<file path="src/design/radix_integer_to_digits_assert.svh">
// Assertion macros for the radix conversion RTL.
`ifndef RADIX_INTEGER_TO_DIGITS_ASSERT_SVH
`define RADIX_INTEGER_TO_DIGITS_ASSERT_SVH

// Condition that must hold at every clock edge outside reset.
`define RID_ASSERT_ALWAYS(label, cond, msg) \
  label: assert property (@(posedge clk_i) disable iff (!rst_ni) (cond)) else $error(msg);

// Consequent that must hold in the same cycle as the antecedent.
`define RID_ASSERT_IMP(label, ante, cons, msg) \
  label: assert property (@(posedge clk_i) disable iff (!rst_ni) (ante) |-> (cons)) \
    else $error(msg);

// Consequent that must hold in the cycle after the antecedent.
`define RID_ASSERT_NEXT(label, ante, cons, msg) \
  label: assert property (@(posedge clk_i) disable iff (!rst_ni) (ante) |=> (cons)) \
    else $error(msg);

`endif

</file>
<file path="src/design/rid_pkg.sv">
// Package for the radix conversion block: widths, codes, state type and digit mapping.
package rid_pkg;

  localparam int unsigned DefaultMaxDigits = 64;
  localparam int unsigned DefaultValueBits = 64;

  localparam int unsigned ValueW = 64;
  localparam int unsigned BaseW  = 6;
  localparam int unsigned CharW  = 8;
  localparam int unsigned CountW = 7;

  localparam int unsigned InDataW  = 72;
  localparam int unsigned OutDataW = 16;

  localparam logic [BaseW-1:0] BaseMin = 6'd2;
  localparam logic [BaseW-1:0] BaseMax = 6'd36;
  localparam logic [BaseW-1:0] DecLimit = 6'd10;

  localparam logic [CharW-1:0] CharZero = 8'h30;
  localparam logic [CharW-1:0] CharA    = 8'h41;

  typedef enum logic [2:0] {
    ST_IDLE,
    ST_DIV,
    ST_READ,
    ST_LOAD,
    ST_BAD
  } state_e;

  // Map a digit value 0..35 to its ASCII character
  function automatic logic [CharW-1:0] digit_to_char(input logic [BaseW-1:0] d);
    logic [CharW-1:0] c;
    if (d < DecLimit) begin
      c = CharZero + CharW'(d);
    end else begin
      c = CharA + CharW'(d - DecLimit);
    end
    return c;
  endfunction

endpackage

</file>
<file path="src/design/radix_integer_to_digits.sv">
// Radix conversion of an unsigned integer into a stream of ASCII digits.
//
// Slave stream: one transfer carries value (tdata[63:0]) and base (tdata[69:64]).
// Master stream: one transfer per digit, most significant first; tlast marks the
// least significant digit, tdata carries the character and the digit count, and
// tuser flags a base outside 2..36 (one transfer, character 0, count 1).
// Each digit comes from a bit-serial restoring divider by the base, one step per
// dividend bit; the characters are written to a digit memory and then read back
// in reverse order, each through a read state and a load state on the registered
// read port. A bad base skips the divider: its own state loads the lone transfer
// into the output register and returns the control to idle. Items are converted
// one at a time; s_axis_tready is high only while the control is idle, also while
// the final digit of the previous item still waits in the output register. A
// stalled receiver holds the output register and the read sequencer. Reset
// returns the control to idle and empties the output register; the digit memory
// needs no clearing, as only written entries are read.
`include "radix_integer_to_digits_assert.svh"

module radix_integer_to_digits #(
  parameter int unsigned MAX_DIGITS = rid_pkg::DefaultMaxDigits,
  parameter int unsigned VALUE_BITS = rid_pkg::DefaultValueBits
) (
  input  logic                         clk_i,
  input  logic                         rst_ni,
  // fields from bit 0: value[63:0], base[69:64], zero fill[71:70]
  input  logic [rid_pkg::InDataW-1:0]  s_axis_tdata,
  input  logic                         s_axis_tvalid,
  output logic                         s_axis_tready,
  // fields from bit 0: digit_char[7:0], digit_count[14:8], zero fill[15]
  output logic [rid_pkg::OutDataW-1:0] m_axis_tdata,
  // fields from bit 0: bad_base[0]
  output logic                         m_axis_tuser,
  output logic                         m_axis_tlast,
  output logic                         m_axis_tvalid,
  input  logic                         m_axis_tready
);

  localparam int unsigned AW = (MAX_DIGITS > 1) ? $clog2(MAX_DIGITS) : 1;
  localparam int unsigned CW = $clog2(MAX_DIGITS + 1);
  localparam int unsigned SW = $clog2(VALUE_BITS);
  localparam int unsigned BW = rid_pkg::BaseW;

  rid_pkg::state_e state_q, state_d;

  logic [VALUE_BITS-1:0]         val_q, val_d;
  logic [BW-1:0]                 rem_q, rem_d;
  logic [BW-1:0]                 base_q, base_d;
  logic [SW-1:0]                 step_q, step_d;
  logic [CW-1:0]                 n_q, n_d;
  logic [AW-1:0]                 rd_idx_q, rd_idx_d;

  logic                          mem_we, mem_re;
  logic [rid_pkg::CharW-1:0]     mem_wdata;
  logic [rid_pkg::CharW-1:0]     rdata_q;
  logic [rid_pkg::CharW-1:0]     mem [MAX_DIGITS];

  logic                          out_valid_q, out_valid_d;
  logic                          out_load;
  logic [rid_pkg::CharW-1:0]     out_char_q, out_char_d;
  logic [rid_pkg::CountW-1:0]    out_count_q, out_count_d;
  logic                          out_last_q, out_last_d;
  logic                          out_bad_q, out_bad_d;
  logic                          out_free;

  logic                          in_xfer;
  logic [rid_pkg::ValueW-1:0]    in_value;
  logic [BW-1:0]                 in_base;
  logic                          in_bad;

  logic [BW:0]                   rem_shift;
  logic                          qbit;
  logic [BW-1:0]                 rem_next;
  logic [VALUE_BITS-1:0]         val_next;
  logic [CW-1:0]                 n_inc;

  // Unpack the slave transfer
  assign in_value = s_axis_tdata[rid_pkg::ValueW-1:0];
  assign in_base  = s_axis_tdata[rid_pkg::ValueW +: BW];
  assign in_bad   = (in_base < rid_pkg::BaseMin) || (in_base > rid_pkg::BaseMax);

  assign s_axis_tready = (state_q == rid_pkg::ST_IDLE);
  assign in_xfer       = s_axis_tvalid && s_axis_tready;
  assign out_free      = !out_valid_q || m_axis_tready;

  // One restoring division step: bring in the next dividend bit
  assign rem_shift = {rem_q, val_q[VALUE_BITS-1]};
  assign qbit      = (rem_shift >= {1'b0, base_q});
  assign rem_next  = qbit ? BW'(rem_shift - {1'b0, base_q}) : BW'(rem_shift);
  assign val_next  = {val_q[VALUE_BITS-2:0], qbit};
  assign n_inc     = n_q + CW'(1);
  assign mem_wdata = rid_pkg::digit_to_char(rem_next);

  // Next state, divider and read sequencer
  always_comb begin
    state_d     = state_q;
    val_d       = val_q;
    rem_d       = rem_q;
    base_d      = base_q;
    step_d      = step_q;
    n_d         = n_q;
    rd_idx_d    = rd_idx_q;
    mem_we      = 1'b0;
    mem_re      = 1'b0;
    out_load    = 1'b0;
    out_char_d  = out_char_q;
    out_count_d = out_count_q;
    out_last_d  = out_last_q;
    out_bad_d   = out_bad_q;

    case (state_q)
      rid_pkg::ST_IDLE: begin
        if (in_xfer) begin
          val_d  = in_value[VALUE_BITS-1:0];
          base_d = in_base;
          rem_d  = '0;
          step_d = '0;
          n_d    = '0;
          state_d = in_bad ? rid_pkg::ST_BAD : rid_pkg::ST_DIV;
        end
      end
      rid_pkg::ST_DIV: begin
        val_d = val_next;
        rem_d = rem_next;
        step_d = step_q + SW'(1);
        if (step_q == SW'(VALUE_BITS - 1)) begin
          // Store the digit, then carry on with the quotient or read back
          mem_we = 1'b1;
          n_d    = n_inc;
          rem_d  = '0;
          step_d = '0;
          if ((val_next == '0) || (n_inc >= CW'(MAX_DIGITS))) begin
            rd_idx_d = n_q[AW-1:0];
            state_d  = rid_pkg::ST_READ;
          end
        end
      end
      rid_pkg::ST_READ: begin
        mem_re  = 1'b1;
        state_d = rid_pkg::ST_LOAD;
      end
      rid_pkg::ST_LOAD: begin
        if (out_free) begin
          out_load    = 1'b1;
          out_char_d  = rdata_q;
          out_count_d = rid_pkg::CountW'(n_q);
          out_last_d  = (rd_idx_q == '0);
          out_bad_d   = 1'b0;
          if (rd_idx_q == '0) begin
            state_d = rid_pkg::ST_IDLE;
          end else begin
            rd_idx_d = rd_idx_q - AW'(1);
            state_d  = rid_pkg::ST_READ;
          end
        end
      end
      rid_pkg::ST_BAD: begin
        if (out_free) begin
          out_load    = 1'b1;
          out_char_d  = '0;
          out_count_d = rid_pkg::CountW'(1);
          out_last_d  = 1'b1;
          out_bad_d   = 1'b1;
          state_d     = rid_pkg::ST_IDLE;
        end
      end
      default: begin
        state_d = rid_pkg::ST_IDLE;
      end
    endcase
  end

  // Hold the output register until the receiver takes it
  always_comb begin
    if (out_load) begin
      out_valid_d = 1'b1;
    end else if (m_axis_tready) begin
      out_valid_d = 1'b0;
    end else begin
      out_valid_d = out_valid_q;
    end
  end

  // Control registers
  always_ff @(posedge clk_i or negedge rst_ni) begin
    if (!rst_ni) begin
      state_q     <= rid_pkg::ST_IDLE;
      out_valid_q <= 1'b0;
      step_q      <= '0;
      n_q         <= '0;
      rd_idx_q    <= '0;
    end else begin
      state_q     <= state_d;
      out_valid_q <= out_valid_d;
      step_q      <= step_d;
      n_q         <= n_d;
      rd_idx_q    <= rd_idx_d;
    end
  end

  // Datapath registers
  always_ff @(posedge clk_i) begin
    val_q       <= val_d;
    rem_q       <= rem_d;
    base_q      <= base_d;
    out_char_q  <= out_char_d;
    out_count_q <= out_count_d;
    out_last_q  <= out_last_d;
    out_bad_q   <= out_bad_d;
  end

  // Digit memory: write on each finished division, registered read
  always_ff @(posedge clk_i) begin
    if (mem_we) begin
      mem[n_q[AW-1:0]] <= mem_wdata;
    end
  end

  always_ff @(posedge clk_i) begin
    if (mem_re) begin
      rdata_q <= mem[rd_idx_q];
    end
  end

  // Pack the master transfer
  assign m_axis_tvalid = out_valid_q;
  assign m_axis_tlast  = out_last_q;
  assign m_axis_tuser  = out_bad_q;
  assign m_axis_tdata  = {1'b0, out_count_q, out_char_q};

  `RID_ASSERT_IMP(a_bad_shape, m_axis_tvalid && m_axis_tuser, m_axis_tlast && (m_axis_tdata == 16'h0100), "bad base transfer is not a lone zero digit")
  `RID_ASSERT_IMP(a_wr_in_range, mem_we, n_q < CW'(MAX_DIGITS), "digit write beyond memory depth")
  `RID_ASSERT_IMP(a_rd_in_range, state_q == rid_pkg::ST_LOAD, (CW'(rd_idx_q) < n_q) && (n_q != '0), "read back of an unwritten digit")
  `RID_ASSERT_NEXT(a_accept_start, in_xfer, (step_q == '0) && (n_q == '0) && ((state_q == rid_pkg::ST_DIV) || (state_q == rid_pkg::ST_BAD)), "accepted item did not start a conversion")
  `RID_ASSERT_IMP(a_char_alnum, m_axis_tvalid && !m_axis_tuser, ((m_axis_tdata[7:0] >= 8'h30) && (m_axis_tdata[7:0] <= 8'h39)) || ((m_axis_tdata[7:0] >= 8'h41) && (m_axis_tdata[7:0] <= 8'h5A)), "digit character out of range")

endmodule

</file>
<file path="config.mk">
export PLATFORM = sky130hd
export DESIGN_NAME = radix_integer_to_digits
export DESIGN_NICKNAME = d
export VERILOG_FILES = /design/src/design/rid_pkg.sv /design/src/design/radix_integer_to_digits.sv
export VERILOG_INCLUDE_DIRS = /design/src /design/src/design
export SDC_FILE = /design/constraint.sdc
export NUM_CORES = 1
export LEC_CHECK = 0
export ABC_AREA = 1
export BUFFER_PORTS_ARGS = -buffer_cell sky130_fd_sc_hd__clkbuf_2
export CAP_MARGIN = 20
export CORE_MARGIN = 8
export CORE_UTILIZATION = 50
export CTS_CLUSTER_SIZE = 30
export DETAILED_ROUTE_END_ITERATION = 8
export HOLD_SLACK_MARGIN = 0.03
export MAX_ROUTING_LAYER = met4
export PLACE_DENSITY = 0.67
export SKIP_CTS_REPAIR_TIMING = 1
export SYNTH_ARGS = -nofsm -noshare
export SYNTH_HDL_FRONTEND = slang
export SYNTH_SLANG_ARGS = --single-unit
export TNS_END_PERCENT = 50
</file>
<file path="constraint.sdc">
create_clock -name clk_i -period 6.4 [get_ports clk_i]
set_clock_uncertainty 0.05 [all_clocks]
set_input_delay 0.64 -clock clk_i [delete_from_list [all_inputs] [get_ports clk_i]]
set_output_delay 0.64 -clock clk_i [all_outputs]
set_load 0.02 [all_outputs]
</file>
==> impl_metrics.json, run 1 <==
{
  "outcome": "complete, no violations",
  "cts_tree": "built",
  "rows": 84,
  "clk_pin_slew_ns": 0.06,
  "initial_core_util": 0.5052,
  "tns_ns": 0,
  "drc": 0,
  "drive_above_1_share": 0.1136,
  "grt_util_all_layers": 0.2194,
  "syn_inst": 2220,
  "yosys.cell_types.count": 46,
  "r2r_cells": 16,
  "grt_start_max_net_pins": 129,
  "yosysSeqAreaShare": 0.7150,
  "setup_viol": 0,
  "drv_cap": 0,
  "cp.required_ns": 6.69,
  "wire_per_inst_um": 21.52,
  "numClockSinks": 636,
  "rsz0062_at_grt": "no",
  "fin_crit_ns": 4.088,
  "grt_pass1_vias": 17330,
  "regToRegStartpoint": "rem_q[3]",
  "hp-class": "input port to asynchronous set/reset pin",
  "crit_start": "rem_q[3]",
  "vias_per_cell": 5.817,
  "synth_seq_cells": 636,
  "grt-ovfl-total": 0,
  "critPathCaptureType": "flip-flop",
  "r2r-end": "mem[46][7]",
  "fmax_mhz": 244.6,
  "cts-root-buf": "clkbuf_16",
  "cp-start-kind": "flip-flop",
  "numPortBuffers": 92,
  "layout.nets": 2384,
  "nFillCells": 4256,
  "cp_max_fo": 33,
  "relSlewSlack": 0.3117,
  "drt-initial-drc-count": 1781,
  "antenna_cells": 0,
  "routed_wl_um": 65200,
  "worstMarginPinSlew_ns": 1.029,
  "ys_warn_count": 0,
  "critPathArrivalTime_ns": 4.38,
  "die_h_um": 246.4,
  "grt_first_pass_wirelength_um": 100500,
  "cts_max_path_buffers": 3,
  "slew_viol_final": 0,
  "syn_area_per_cell_um2": 11.96,
  "post-place-cells": 2911,
  "vias": 17630,
  "dp_hpwl_um": 38700,
  "insertion_delay_ns": 0.59,
  "path_class": "flip-flop to flip-flop",
  "hold_viol_final": 0,
  "place.gp.congestion": 0.8564,
  "place_ws_ns": 2.107,
  "r2r_slack_ns": 2.31,
  "firstDrtPassIters": 5,
  "num_io_pins": 96,
  "die_area_um2": 60730,
  "dieWidth_um": 246.4,
  "cts_max_level": 3,
  "synth_fp_nets": 2310,
  "synthToLayoutAreaGrowth_pct": 12.14,
  "cts_buffers": 67,
  "post-route-period-util": 0.6387,
  "antenna_found_initial": 0,
  "layout.cells.non_filler": 3030,
  "ant_nets": 0,
  "coreArea_um2": 52550,
  "fin_ws_ns": 2.312,
  "netlist_area_um2": 26550
}
==> routing by layer <==
layer,track usage,part of all wire
met1,0.2923,0.42
met2,0.3434,0.47
met3,0.03487,0.082
met4,0.07499,0.030
met5,-,0
==> cell type report <==
cell class,instances,area (µm²),share of cell area
clock inverter,21,133.9,0.004497
clock buffer,96,1858,0.06241
tap,688,860.8,0.02891
sequential,636,18990,0.6379
timing repair buffer,130,798.3,0.02681
multi-input combinational,1326,6625,0.2225
inverter,133,505.5,0.01698
==> synth_stat cells (all sizes together) <==
| master | instances | area (µm²) |
|---|---|---|
| a21oi | 15 | 75.07 |
| clkbuf | 79 | 296.5 |
| nor2 | 416 | 1574 |
| a32o | 1 | 10.01 |
| o21a | 1 | 7.510 |
| a31oi | 2 | 27.53 |
| clkinv | 3 | 11.26 |
| buf | 46 | 244.0 |
| nand4 | 22 | 137.6 |
| o2111ai | 1 | 8.760 |
| inv | 130 | 488.0 |
| o22ai | 76 | 475.5 |
| o221ai | 43 | 376.6 |
| xor2 | 7 | 61.31 |
| or2 | 2 | 12.52 |
| o31ai | 1 | 7.510 |
| edfxtp | 613 | 18410 |
| o211ai | 25 | 187.7 |
| nor3 | 4 | 20.02 |
| nand2 | 213 | 842.1 |
| conb | 1 | 3.750 |
| nand3b | 4 | 30.03 |
| or4 | 1 | 7.510 |
| mux2i | 2 | 20.02 |
| nor4 | 2 | 12.51 |
| dfrtp | 23 | 575.6 |
| xnor2 | 3 | 26.28 |
| o21ai | 365 | 1842 |
| ha | 13 | 162.7 |
| nor3b | 1 | 7.510 |
| nand3 | 99 | 533.0 |
| o21bai | 5 | 37.54 |
| fa | 1 | 20.02 |
==> kinds of logic after synthesis <==
logic type,after synthesis,synth area share
other cells,1,0.0001412
simple gates,764,0.1197
buf+inv,258,0.03916
compound gates,535,0.1151
fa+ha+maj,14,0.006881
mux,2,0.0007541
flops,636,0.7150
xor+xnor,10,0.003299
==> stage by stage <==
| stage | instance area, µm² | utilization | hold slack, ns |
|---|---|---|---|
| 3_3_place_gp | 27720 | 0.5275 | 0.4352 |
| 3_5_place_dp | 27730 | 0.5276 | 0.4483 |
| 5_1_grt | 29770 | 0.5666 | 0.04801 |
| 2_1_floorplan | 26550 | - | 0.2944 |
| 6_report | 29770 | 0.5666 | 0.008955 |
| 4_1_cts | 29720 | 0.5655 | 0.01524 |
==> flip-flops by register name (all words and copies together) (netlist names), 3 cells and up <==
register     flops
state_q          3
rdata_q          8
rem_q            6
mem            512
val_q           64
base_q           6
rd_idx_q         6
step_q           6
n_q              7
out_count_q      7
out_char_q       8
==> critical path, stage by stage (launching register included) <==
cell	delay [ns]
edfxtp_1	0.46
ha_1	0.37
nand2_1	0.08
nand2_1	0.08
a21oi_1	0.23
nand3_4	0.19
nand2_1	0.13
nand2_2	0.12
ha_1	0.24
inv_1	0.12
nand3_1	0.17
inv_1	0.10
nand3_2	0.08
nand2_4	0.17
nand2_2	0.12
nor2_4	0.62
buf_4	0.50
==> worst max path at each step <==
stage,end,slack (ns)
floorplan,mem[0][1],1.14
global placement,mem[5][2],2.24
detailed placement,mem[5][2],2.11
CTS,mem[28][2],2.07
global route,mem[46][7],1.97
finish,mem[46][7],2.31
==> cell usage in the layout (no fill, tap or decap), types with 35 or more instances in the layout <==
master	n
o221ai_1	43
clkbuf_16	69
nand2_1	196
edfxtp_1	613
nor2_1	410
buf_4	35
o22ai_1	76
nand3_1	93
inv_1	122
clkbuf_2	92
o21ai_0	359
Power of run 1 is left out: the tool's default activity adds up to more than one toggle a clock period on the data nets, which glitch-free logic cannot reach.
==> run 2: changes to the inputs <==
Clock period 6.4 ns to 4.3 ns, I/O delays scaled along.
==> run 2 against run 1 <==
Net effect: final area increased by 2.0%; non-clock buffer count up 35; via count is 1.5% higher; critical path depth is 1 lower; critical path type unchanged; worst hold slack improved by 0.053 ns; sequential share of layout area decreased by 1.2 points; flip-flop and latch count unchanged; count of clock-buffer cells in the layout decreased by 10.
==> impl_metrics.json, run 2 (same netlist as run 1, synthesis figures left out) <==
{
  "outcome": "complete, no violations",
  "drv_cap": 0,
  "wire_per_inst_um": 21.62,
  "die_h_um": 246.4,
  "antenna_cells": 0,
  "cpLargestDelayFamily": "simple AND/OR/NAND/NOR gates",
  "synthToLayoutAreaGrowth_pct": 14.35,
  "place.gp.congestion": 0.8239,
  "fin_crit_ns": 3.768,
  "die_area_um2": 60730,
  "cts_max_path_buffers": 3,
  "coreArea_um2": 52550,
  "vias_per_cell": 5.828,
  "max_stage_delay_ns": 0.63,
  "grt_start_max_net_pins": 170,
  "cp_common_cell": "nand2_1",
  "worstMarginPinSlew_ns": 1.065,
  "fmax_mhz": 265.4,
  "cp-start-kind": "flip-flop",
  "cts_tree": "built",
  "dp_hpwl_um": 39130,
  "grt-ovfl-total": 0,
  "cp.required_ns": 4.67,
  "cts_buffers": 66,
  "layout.nets": 2418,
  "dpl_cell_area_um2": 28080,
  "cp_max_fo": 26,
  "nFillCells": 4140,
  "crit_buf_inv": 3,
  "cts_max_level": 3,
  "final_cell_mix": "edfxtp_1, nor2_1, o21ai_0",
  "insertion_delay_ns": 0.61,
  "num_io_pins": 96,
  "initial_core_util": 0.5052,
  "relSlewSlack": 0.2900,
  "drive_above_1_share": 0.1277,
  "grt_util_all_layers": 0.2244,
  "post-route-period-util": 0.8763,
  "critPathArrivalTime_ns": 4.14,
  "grt_pass1_vias": 17810,
  "drt-initial-drc-count": 2021,
  "clk_pin_slew_ns": 0.06,
  "antenna_found_initial": 0,
  "grt_first_pass_wirelength_um": 102500,
  "vias": 17890,
  "ant_nets": 0,
  "setup_viol": 0,
  "finalInstanceArea_um2": 30360,
  "numClockSinks": 636,
  "cts-root-buf": "clkbuf_16",
  "critPathCaptureType": "flip-flop",
  "final_common_cell": "edfxtp_1",
  "path_class": "flip-flop to flip-flop",
  "numPortBuffers": 92,
  "rsz0062_at_grt": "no",
  "largest_register_ffs": 512,
  "dieWidth_um": 246.4,
  "slew_viol_final": 0,
  "hold_viol_final": 0,
  "cp_cell_sequence": "ha_1, nand2_1, nand2_1, a21oi_1, nand3_4, nand2_1, nand2_2, ha_1, inv_1, nand3_1, inv_1, nand3_2, nand2_4, xor2_4, buf_4",
  "slowest_stage": "xor2_4",
  "drc": 0,
  "routed_wl_um": 66360,
  "hp-class": "input port to flip-flop",
  "firstDrtPassIters": 5,
  "rows": 84
}
[run 2: cell types whose count changed in the layout (fill, tap and decap cells not counted), sizes merged]
cell         before  now
clkinv           20   26
clkinvlp          2    3
clkbuf          188  178
buf              38   66
dlygate4sd3       0    7
bufinv            1    8
[run 2: stage by stage]
step / TNS (ns) / cells / hold WS, ns / utilization / setup slack [ns]
floorplan: -25.23 / 2220 / 0.08441 / - / -0.1695
global route: 0 / 3069 / 0.05930 / 0.5777 / 0.1836
CTS: 0 / 3062 / -0.2153 / 0.5764 / 0.5210
detailed placement: 0 / 2941 / 0.4268 / 0.5344 / 0.5321
global placement: 0 / 2941 / 0.4234 / 0.5344 / 0.5870
finish: 0 / 3069 / 0.06179 / 0.5777 / 0.5318
[run 2: final cells by class]
| cell class | instances | area [µm²] | area share |
|---|---|---|---|
| Multi-Input combinational cell | 1326 | 6630 | 0.2184 |
| Tap cell | 688 | 860.8 | 0.02836 |
| Clock buffer | 86 | 1789 | 0.05894 |
| Clock inverter | 35 | 416.7 | 0.01372 |
| Inverter | 133 | 505.5 | 0.01665 |
| Sequential cell | 636 | 18990 | 0.6256 |
| Timing Repair Buffer | 165 | 1164 | 0.03833 |
[run 2: worst paths after layout]
kind	startpoint	to	slack, ns	cells past startpoint
min in group asynchronous	rst_ni	state_q[2]	0.34	2
max in group asynchronous	rst_ni	rd_idx_q[0]	3.39	2
worst min-delay path	s_axis_tdata[6]	val_q[6]	0.06	3
worst min register to register	step_q[0]	step_q[0]	0.47	1
worst max register to register	rem_q[3]	mem[48][0]	0.53	15
worst max-delay path	rem_q[3]	mem[48][0]	0.53	15
[run 2: metal layers]
metal / track usage / share of wire
met1: 0.2893 / 0.40
met2: 0.3593 / 0.48
met3: 0.03725 / 0.089
met4: 0.08019 / 0.027
met5: - / 0
[run 2: worst register-to-register path, stage by stage (launching register included)]
cell and delay [ns]:
edfxtp_1 0.47, ha_1 0.38, nand2_1 0.08, nand2_1 0.08, a21oi_1 0.23, nand3_4 0.20, nand2_1 0.12, nand2_2 0.12
ha_1 0.24, inv_1 0.10, nand3_1 0.16, inv_1 0.10, nand3_2 0.08, nand2_4 0.17, xor2_4 0.63, buf_4 0.39
Power of run 2 is left out for the same reason.
==> run 3: changes to the inputs <==
Clock period 4.3 ns to 3.9 ns, I/O delays scaled along.
==> run 3 against run 2 <==
Net effect: fmax grew 2.8%; worst setup slack got worse by 0.30 ns; via count up 0.40%; final area decreased by 0.11%; critical path depth stayed put; largest cell class unchanged; highest routed layer unchanged; worst hold slack got worse by 0.034 ns; flip-flop and latch count unchanged.
==> impl_metrics.json, run 3 (same netlist as run 1, synthesis figures left out) <==
{
  "dp_hpwl_um": 39350,
  "grt_util_all_layers": 0.2196,
  "post-place-cells": 2951,
  "outcome": "complete, no violations",
  "synthToLayoutAreaGrowth_pct": 14.22,
  "initial_core_util": 0.5052,
  "relSlewSlack": 0.3025,
  "grt_first_pass_wirelength_um": 100400,
  "cts-root-buf": "clkbuf_16",
  "cts_max_level": 3,
  "wire_per_inst_um": 21.57,
  "drc": 0,
  "nFillCells": 4194,
  "cpLargestDelayFamily": "simple AND/OR/NAND/NOR gates",
  "drt-initial-drc-count": 1819,
  "insertion_delay_ns": 0.60,
  "max_stage_delay_ns": 0.56,
  "rsz0062_at_grt": "no",
  "firstDrtPassIters": 6,
  "path_class": "flip-flop to flip-flop",
  "coreArea_um2": 52550,
  "antenna_cells": 0,
  "drive_above_1_share": 0.1280,
  "routed_wl_um": 66400,
  "r2r_slack_ns": 0.23,
  "grt_start_max_net_pins": 137,
  "setup_viol": 0,
  "cp_cell_sequence": "ha_1, nand2_1, nand2_1, a21oi_1, nand3_4, nand2_1, nand2_2, ha_1, inv_1, nand3_1, nand3b_1, nor2_1, nor2_1, o21ai_4, buf_12",
  "numPortBuffers": 92,
  "cp-start-kind": "flip-flop",
  "slew_viol_final": 0,
  "grt-ovfl-total": 0,
  "fmax_mhz": 272.8,
  "layout.cells.non_filler": 3079,
  "clk_pin_slew_ns": 0.06,
  "ant_nets": 0,
  "dieWidth_um": 246.4,
  "hp-class": "input port to flip-flop",
  "cp_common_cell": "nand2_1",
  "final_cell_mix": "edfxtp_1, nor2_1, o21ai_0",
  "cts_max_path_buffers": 3,
  "largest_register_ffs": 512,
  "fin_crit_ns": 3.665,
  "grt_pass1_vias": 17370,
  "crit_buf_inv": 2,
  "rows": 84,
  "post-route-period-util": 0.9398,
  "place.gp.congestion": 0.8795,
  "final_common_cell": "edfxtp_1",
  "numClockSinks": 636,
  "num_io_pins": 96,
  "slowest_stage": "nor2_1",
  "drv_cap": 0,
  "cts_tree": "built",
  "critPathArrivalTime_ns": 3.93,
  "antenna_found_initial": 0,
  "worstMarginPinSlew_ns": 1.046,
  "cp_max_fo": 32,
  "die_h_um": 246.4,
  "vias_per_cell": 5.832,
  "hold_viol_final": 0,
  "cp.required_ns": 4.17,
  "layout.nets": 2435,
  "vias": 17960,
  "cts_buffers": 66,
  "die_area_um2": 60730,
  "critPathCaptureType": "flip-flop"
}
[run 3: cell types whose count changed in the layout (fill, tap and decap cells not counted), sizes merged]
cell         before  now
buf              66   77
bufinv            8    2
clkinv           26   32
clkbuf          178  173
dlygate4sd3       7   12
clkinvlp          3    1
o21ai           365  366
[run 3: tightest hold or removal path, delay by kind of cell]
family / cells / cell delay [ns]
buffers and inverters: 1 / 0.08
AND/OR/NAND/NOR: 2 / 0.11
[run 3: path summary, 6_finish.rpt]
check	cells past startpoint	start	end
worst min-delay path	3	s_axis_tdata[1]	val_q[1]
min in group asynchronous	2	rst_ni	m_axis_tvalid
worst min register to register	1	step_q[0]	step_q[0]
max in group asynchronous	2	rst_ni	rd_idx_q[1]
worst max register to register	15	rem_q[3]	mem[61][4]
worst max-delay path	15	rem_q[3]	mem[61][4]
[run 3: stage by stage]
step | util | setup WS (ns) | hold slack [ns] | area (µm²) | TNS (ns)
after floorplan | - | -0.5310 | 0.04441 | 26570 | -110.14
after global placement | 0.5360 | 0.2520 | 0.3776 | 28160 | 0
after detailed placement | 0.5360 | 0.07993 | 0.3844 | 28160 | 0
after CTS | 0.5738 | 0.06299 | -0.2561 | 30150 | 0
after global routing | 0.5770 | 0.03317 | 0.03936 | 30320 | 0
final | 0.5770 | 0.2349 | 0.02823 | 30320 | 0
[run 3: metal layers]
| layer | share of wire | global-route usage | up-vias |
|---|---|---|---|
| li1 | - | - | 8270 |
| met1 | 0.41 | 0.2880 | 8784 |
| met2 | 0.48 | 0.3476 | 788 |
| met3 | 0.079 | 0.03877 | 115 |
| met4 | 0.027 | 0.07118 | 0 |
| met5 | 0 | - | - |
[run 3: area by class of cell]
type / count / area [µm²] / area share
inverters: 133 / 505.5 / 0.01667
clock inverters: 33 / 239.0 / 0.007881
repair buffers: 181 / 1333 / 0.04394
flip-flops and latches: 636 / 18990 / 0.6263
clock buffers: 81 / 1750 / 0.05772
multi-input cells: 1327 / 6644 / 0.2191
well taps: 688 / 860.8 / 0.02839
Power of run 3 is left out for the same reason.
